--- src/rtl/stxp_pkg.sv ---
`default_nettype none

package stxp_pkg;

	// framing bytes (ACK 0x06 is implied by frame_done, no transmit side here)
	localparam logic [7:0] BYTE_STX = 8'h02;
	localparam logic [7:0] BYTE_ETX = 8'h03;

	// reset value of max_payload
	localparam logic [7:0] MAX_PAYLOAD_RESET = 8'd255;

	// parse phase codes
	localparam logic [2:0] PH_WAIT = 3'd0;
	localparam logic [2:0] PH_LEN  = 3'd1;
	localparam logic [2:0] PH_DATA = 3'd2;
	localparam logic [2:0] PH_CHK  = 3'd3;
	localparam logic [2:0] PH_ETX  = 3'd4;

	// error kinds
	localparam logic [1:0] ERR_NONE     = 2'd0;
	localparam logic [1:0] ERR_LENGTH   = 2'd1;
	localparam logic [1:0] ERR_CHECKSUM = 2'd2;
	localparam logic [1:0] ERR_ETX      = 2'd3;

	typedef struct packed {
		logic [2:0] phase;
		logic [7:0] exp_len;
		logic [7:0] run_xor;
		logic [7:0] byte_cnt;
	} parse_state_t;

	typedef struct packed {
		logic       payload_valid;
		logic [7:0] payload_byte;
		logic [7:0] payload_index;
		logic       frame_done;
		logic [7:0] frame_length;
		logic       frame_error;
		logic [1:0] error_kind;
	} parse_result_t;

endpackage

`default_nettype wire

--- src/rtl/stxp_step.sv ---
`default_nettype none

module stxp_step
	import stxp_pkg::*;
(
	input  wire parse_state_t  cur,
	input  wire logic [7:0]    rx_byte,
	input  wire logic [7:0]    max_payload,
	output parse_state_t       nxt,
	output parse_result_t      res
);

	logic [7:0] cnt_inc;

	assign cnt_inc = cur.byte_cnt + 8'd1;

	always_comb begin
		nxt = cur;
		res = '0;
		case (cur.phase)
			PH_WAIT: begin
				if (rx_byte == BYTE_STX) begin
					nxt.run_xor  = '0;
					nxt.byte_cnt = '0;
					nxt.phase    = PH_LEN;
				end
			end
			PH_LEN: begin
				nxt.exp_len = rx_byte;
				nxt.run_xor = cur.run_xor ^ rx_byte;
				if (rx_byte > max_payload) begin
					res.frame_error = 1'b1;
					res.error_kind  = ERR_LENGTH;
					nxt.phase       = PH_WAIT;
				end else if (rx_byte == 8'd0) begin
					nxt.phase = PH_CHK;
				end else begin
					nxt.phase = PH_DATA;
				end
			end
			PH_DATA: begin
				res.payload_valid = 1'b1;
				res.payload_byte  = rx_byte;
				res.payload_index = cur.byte_cnt;
				nxt.run_xor       = cur.run_xor ^ rx_byte;
				nxt.byte_cnt      = cnt_inc;
				if (cnt_inc >= cur.exp_len) begin
					nxt.phase = PH_CHK;
				end
			end
			PH_CHK: begin
				if (rx_byte != cur.run_xor) begin
					res.frame_error = 1'b1;
					res.error_kind  = ERR_CHECKSUM;
					nxt.phase       = PH_WAIT;
				end else begin
					nxt.phase = PH_ETX;
				end
			end
			PH_ETX: begin
				// whatever sits here is consumed, a stray STX does not restart
				if (rx_byte == BYTE_ETX) begin
					res.frame_done   = 1'b1;
					res.frame_length = cur.exp_len;
				end else begin
					res.frame_error = 1'b1;
					res.error_kind  = ERR_ETX;
				end
				nxt.phase = PH_WAIT;
			end
			default: begin
				nxt.phase = PH_WAIT;
			end
		endcase
	end

endmodule

`default_nettype wire

--- src/rtl/stx_etx_frame_parser_core.sv ---
`default_nettype none

// channel   | direction | handshake            | payload
// ----------+-----------+----------------------+-----------------------------------------
// input     | in        | in_valid / in_ready   | rx_byte
// result    | out       | out_valid / out_ready | payload_valid, payload_byte,
//           |           |                      | payload_index, frame_done, frame_length,
//           |           |                      | frame_error, error_kind
// config    | in        | cfg_valid / cfg_ready | cfg_data (max_payload)
//
// one byte per cycle sustained while out_ready is high
// stage 1 holds the received byte, the parse step and the state update sit between
// stage 1 and the result register
// arst_n clears the parse state, the stage valids and sets max_payload to 255
// out_ready low holds the result register; stage 1 still fills, then in_ready drops
// cfg_ready is always high

module stx_etx_frame_parser_core
	import stxp_pkg::*;
(
	input  wire logic       clk,
	input  wire logic       arst_n,
	// configuration write
	input  wire logic       cfg_valid,
	output logic            cfg_ready,
	input  wire logic [7:0] cfg_data,
	// received bytes
	input  wire logic       in_valid,
	output logic            in_ready,
	input  wire logic [7:0] rx_byte,
	// results
	output logic            out_valid,
	input  wire logic       out_ready,
	output logic            payload_valid,
	output logic [7:0]      payload_byte,
	output logic [7:0]      payload_index,
	output logic            frame_done,
	output logic [7:0]      frame_length,
	output logic            frame_error,
	output logic [1:0]      error_kind
);

	// configuration register
	logic [7:0] max_payload_q;

	// stage 1: captured input byte
	logic       valid_s1;
	logic [7:0] byte_s1;

	// parse state, updated when the stage 1 byte moves into the result register
	parse_state_t state_q;
	parse_state_t state_nxt;

	// result register
	logic          valid_s2;
	parse_result_t res_s2;
	parse_result_t step_res;

	logic advance_s1;
	logic out_free;

	assign cfg_ready  = 1'b1;
	assign out_free   = !valid_s2 || out_ready;
	assign advance_s1 = valid_s1 && out_free;
	// stage 1 can take a byte when empty or when its byte leaves this cycle
	assign in_ready   = !valid_s1 || out_free;

	always_ff @(posedge clk or negedge arst_n) begin
		if (!arst_n) begin
			max_payload_q <= MAX_PAYLOAD_RESET;
		end else if (cfg_valid && cfg_ready) begin
			max_payload_q <= cfg_data;
		end
	end

	stxp_step u_step (
		.cur         (state_q),
		.rx_byte     (byte_s1),
		.max_payload (max_payload_q),
		.nxt         (state_nxt),
		.res         (step_res)
	);

	// stage 1 control
	always_ff @(posedge clk or negedge arst_n) begin
		if (!arst_n) begin
			valid_s1 <= 1'b0;
		end else if (in_ready) begin
			valid_s1 <= in_valid;
		end
	end

	// stage 1 payload
	always_ff @(posedge clk) begin
		if (in_valid && in_ready) begin
			byte_s1 <= rx_byte;
		end
	end

	// parse state advances once per byte that reaches the result register
	always_ff @(posedge clk or negedge arst_n) begin
		if (!arst_n) begin
			state_q <= '{phase: PH_WAIT, exp_len: 8'd0, run_xor: 8'd0, byte_cnt: 8'd0};
		end else if (advance_s1) begin
			state_q <= state_nxt;
		end
	end

	// result register control
	always_ff @(posedge clk or negedge arst_n) begin
		if (!arst_n) begin
			valid_s2 <= 1'b0;
		end else if (out_free) begin
			valid_s2 <= valid_s1;
		end
	end

	// result register payload
	always_ff @(posedge clk) begin
		if (advance_s1) begin
			res_s2 <= step_res;
		end
	end

	assign out_valid     = valid_s2;
	assign payload_valid = res_s2.payload_valid;
	assign payload_byte  = res_s2.payload_byte;
	assign payload_index = res_s2.payload_index;
	assign frame_done    = res_s2.frame_done;
	assign frame_length  = res_s2.frame_length;
	assign frame_error   = res_s2.frame_error;
	assign error_kind    = res_s2.error_kind;

`ifndef SYNTHESIS
	// a frame ends either good or rejected, never both
	a_done_err_excl: assert property (@(posedge clk) disable iff (!arst_n)
		valid_s2 |-> !(res_s2.frame_done && res_s2.frame_error))
		else $error("frame_done and frame_error together");

	// error kind is set exactly when the frame is rejected
	a_kind_matches: assert property (@(posedge clk) disable iff (!arst_n)
		valid_s2 |-> (res_s2.frame_error == (res_s2.error_kind != ERR_NONE)))
		else $error("error_kind does not match frame_error");

	// every frame outcome puts the parser back to hunting for STX
	a_resync: assert property (@(posedge clk) disable iff (!arst_n)
		(advance_s1 && (step_res.frame_done || step_res.frame_error))
		|=> (state_q.phase == PH_WAIT))
		else $error("parser did not resync after frame end");

	// inside the payload the count never reaches the length
	a_cnt_bound: assert property (@(posedge clk) disable iff (!arst_n)
		(state_q.phase == PH_DATA) |-> (state_q.byte_cnt < state_q.exp_len))
		else $error("payload count overran frame length");

	// parse state only moves with a byte leaving stage 1
	a_state_hold: assert property (@(posedge clk) disable iff (!arst_n)
		!advance_s1 |=> $stable(state_q))
		else $error("parse state changed without a byte");
`endif

endmodule

`default_nettype wire
--- config.mk ---
export PLATFORM = sky130hd
export DESIGN_NAME = stx_etx_frame_parser_core
export DESIGN_NICKNAME = d
export VERILOG_FILES = /design/src/rtl/stxp_pkg.sv /design/src/rtl/stxp_step.sv /design/src/rtl/stx_etx_frame_parser_core.sv
export SDC_FILE = /design/constraint.sdc
export NUM_CORES = 1
export LEC_CHECK = 0
export BUFFER_PORTS_ARGS = -buffer_cell sky130_fd_sc_hd__buf_2
export CAP_MARGIN = 25
export CORE_MARGIN = 1.5
export CORE_UTILIZATION = 45
export DETAILED_ROUTE_END_ITERATION = 10
export GPL_ROUTABILITY_DRIVEN = 0
export GPL_TIMING_DRIVEN = 0
export PLACE_DENSITY_LB_ADDON = 0.05
export SLEW_MARGIN = 20
export SYNTH_ARGS = -nofsm -noshare
export SYNTH_HDL_FRONTEND = slang
export SYNTH_SLANG_ARGS = --single-unit
--- constraint.sdc ---
create_clock -name clk -period 3.32 [get_ports clk]
set_clock_uncertainty 0.15 [all_clocks]
set_input_delay 0.166 -clock clk [delete_from_list [all_inputs] [get_ports clk]]
set_output_delay 0.166 -clock clk [all_outputs]
set_load 0.03 [all_outputs]
==> results.md <==
* Clock buffer depth at 2
* Hold Path Class: in -> reg
* Worst-path clk slew at 0.07 ns
* Fin. Hold Viols at 0
* Final Cell Area at 4290 sq um
* Critical Path Source: state_q[0]
* Height of the die at 90.7 um
* Post-route clock period utilization at 0.747
* Layout area overhead at 23.9%
* Reg2Reg Setup Slack at 0.84 ns
* Max incr delay on CP at 0.46 ns
* RR Endpoint: state_q[24]
* Dpl cell area at 3840 sq um
* Largest net degree at the start of global routing at 38
* Max-slew headroom at 0.425
* IO Pins at 53
* Crit-path slowest cell: dfrtp_1
* DR iter-0 viols at 142
* RSZ-0062 raised after global routing: no
* Sequential share of power at 0.446
* GRT Util Overall at 0.190
* CTS tree: built
* Antenna Cells at 0
* Async SR Flop Fraction at 0.500
* CTS sink cnt at 74
* Number of setup buffers added after CTS at 0
* Highest Clock Rate at 403 MHz
* Worst Path Required at 3.41 ns
* CP endpoint: state_q[24]
* Sequential area share after synthesis at 0.591
* Initial DRT Pass Iterations at 4
* Drt via density at 4.96
* Minimum clock period after layout at 2.48 ns
* Worst R2R Start: state_q[0]
* Leakage at 1.87 nW
* Switch share at 0.339
* Worst path cell trace: ha_1 > nand3_1 > xnor2_1 > ha_1 > o21ai_0 > a21oi_1 > o41ai_1 > a31oi_1 > a221o_2
* Outcome: completed
* Cell variety after synth at 44
* Number of synthesized register bits at 74
* Wirelength per Cell at 14.6 um
* Yosys top cell area share at 0.321
* Pwr dens at 700 nW/um^2
* Antenna-violating nets left at 0
* Routed wire length at 7020 um
* Synthesized instance count at 291
* Setup crit end kind: register
* Stages on worst setup path at 9
* DP Cell Count at 441
* Filler cells at 630
* Hold-fix buffers, CTS at 23
* Final slew viol count at 0
* CP top delay family: compound AO/OA/AOI/OAI gates
* Syn Nets at 329
* Setup TNS at 0 ns
* First-pass GRT wire length at 11900 um
* Num CTS Buffers at 9
* Worst-skew pair later-pin latency at 0.36 ns
* DR vias at 2380
* DRC viols at 0
* CP Max Fanout at 7
* Gr ovfl total at 0
* Commonest cells after routing, fill and taps aside: 51 x buf_2, 37 x edfxtp_1, 29 x nand2_1, 29 x dfrtp_1, 23 x dlygate4sd3_1
* Comb pwr share at 0.296
* Syn avg cell area at 11.9 sq um
* Cell Rows at 31
* Max VDD drop at 404 uV
* Starting density of the core at 0.472
* Synth Flop Type: edfxtp_1
* Netlist Area Pre-Place at 3460 sq um
* Non-filler instance count after layout at 480
* Post-synth EDFFs at 37
* IO buf count at 51
* Die area at 8230 sq um
* Proportion of layout cells with a drive suffix above 1 at 0.244
* Final Setup Violations at 0
* Clk network pwr share at 0.258
* Core area at 7330 sq um
* Nets@finish at 414
* DP HPWL at 4660 um
* Hold_ws at 0.0306 ns
* Synth area leader: edfxtp_1
* Initial antenna violation count at 0
* Int Power at 1.98 mW
* Critical Path Start Type: register
* CP arrival at 2.57 ns
* Depth of the most critical reg-to-reg path at 9
* WP buf/inv at 0
* Switching Power at 1.02 mW
* Synth area leaders: edfxtp_1 32%, dfrtp_1 21%, ha_1 6.1%, dfstp_2 6.1%, xor2_1 4.3%
* Synthesis Warnings at 0
* H-tree Lvls at 3
* Most common cell after layout, fill and taps aside: buf_2
* CP Class: reg -> reg
* CTS Root Cell: clkbuf_8
* Most common cell type on the critical path: ha_1
* Maxcap violations at 0
* Die X-Extent at 90.7 um
* Vias in the first global route at 2379
* Worst-margin pin slew at 0.863 ns
* Total Power at 3.00 mW
* # resized after CTS at 0
## logic make-up (layout without fill, tap and decap cells)
group	after synthesis	in the layout	synth area share
flops	74	74	0.591
other cells	1	1	0.00108
xor+xnor	20	20	0.0506
compound gates	49	49	0.0983
mux	6	6	0.0238
simple gates	93	93	0.137
fa+ha+maj	17	17	0.0614
buf+inv	31	121	0.0368
## Yosys cell counts, types with 2 or more instances
cell	number
or3b_4	2
ha_1	17
xnor2_1	3
o21ai_0	18
nor2_1	16
nor4_1	4
nand2b_1	3
dfstp_2	8
a32o_1	5
mux2_4	4
o21bai_1	2
nor3_1	8
a21oi_1	9
o211ai_1	2
edfxtp_1	37
mux2_2	2
and2_1	15
nor2b_1	2
o31ai_1	3
inv_1	23
xor2_1	17
nand2_1	29
dfrtp_1	29
clkbuf_1	6
and3_1	4
nand3_1	4
nand4_1	2
## area by class of cell
cell class                 count  area [sq um]  area share
inverter                      23          86.3      0.0201
buffer                         8          41.3     0.00962
multi-input combinational    186          1290       0.300
timing repair buffer          74           485       0.113
tap                           99           124      0.0289
clock inverter                 7          93.8      0.0219
sequential                    74          2050       0.477
clock buffer                   9           124      0.0289
## state kept, by name (all words and copies together), names as in the netlist, 2 cells and up
signal	flops
payload_byte	8
error_kind	2
payload_index	8
state_q	27
frame_length	8
max_payload_q	8
byte_s1	8
## worst register-to-register path, stage by stage, from the launching register on
cell and delay (ns):
dfrtp_1 0.46, ha_1 0.26, nand3_1 0.14, xnor2_1 0.26, ha_1 0.28, o21ai_0 0.18
a21oi_1 0.09, o41ai_1 0.06, a31oi_1 0.17, a221o_2 0.32
## routing by layer
layer | wire length (um) | up-vias | part of all wire | track usage
met5 | 0 | - | 0 | 0
met1 | 3440 | 1116 | 0.49 | 0.260
met3 | 267 | 13 | 0.038 | 0.0303
met4 | 143 | 0 | 0.020 | 0.0952
li1 | - | 1193 | - | -
met2 | 3170 | 58 | 0.45 | 0.294
## per-stage QoR
stage / utilization / setup slack [ns]
final: 0.585 / 0.838
after floorplan: - / 1.11
after CTS: 0.585 / 0.814
after detailed placement: 0.524 / 0.829
after global placement: 0.524 / 0.862
after global routing: 0.585 / 0.572
## worst min path at each step
stage          cells after the start          end  slack [ns]  startpoint
2_1_floorplan                      0    out_valid       -0.28      arst_n
3_3_place_gp                       1  state_q[10]        0.18      arst_n
3_5_place_dp                       1  state_q[18]        0.19      arst_n
4_1_cts                            3    out_valid        0.03   out_ready
5_1_grt                            3    out_valid        0.07   out_ready
6_report                           3    out_valid        0.03   out_ready
## power by group through the flow
stage	registers (mW)	logic, mW	clock network (mW)
floorplan	1.43	0.554	0
global placement	1.35	0.851	0
detailed placement	1.36	0.871	0
CTS	1.34	0.897	0.783
global route	1.37	1.01	0.823
finish	1.34	0.888	0.776
No activity file was read; power rests on OpenSTA's default activity.
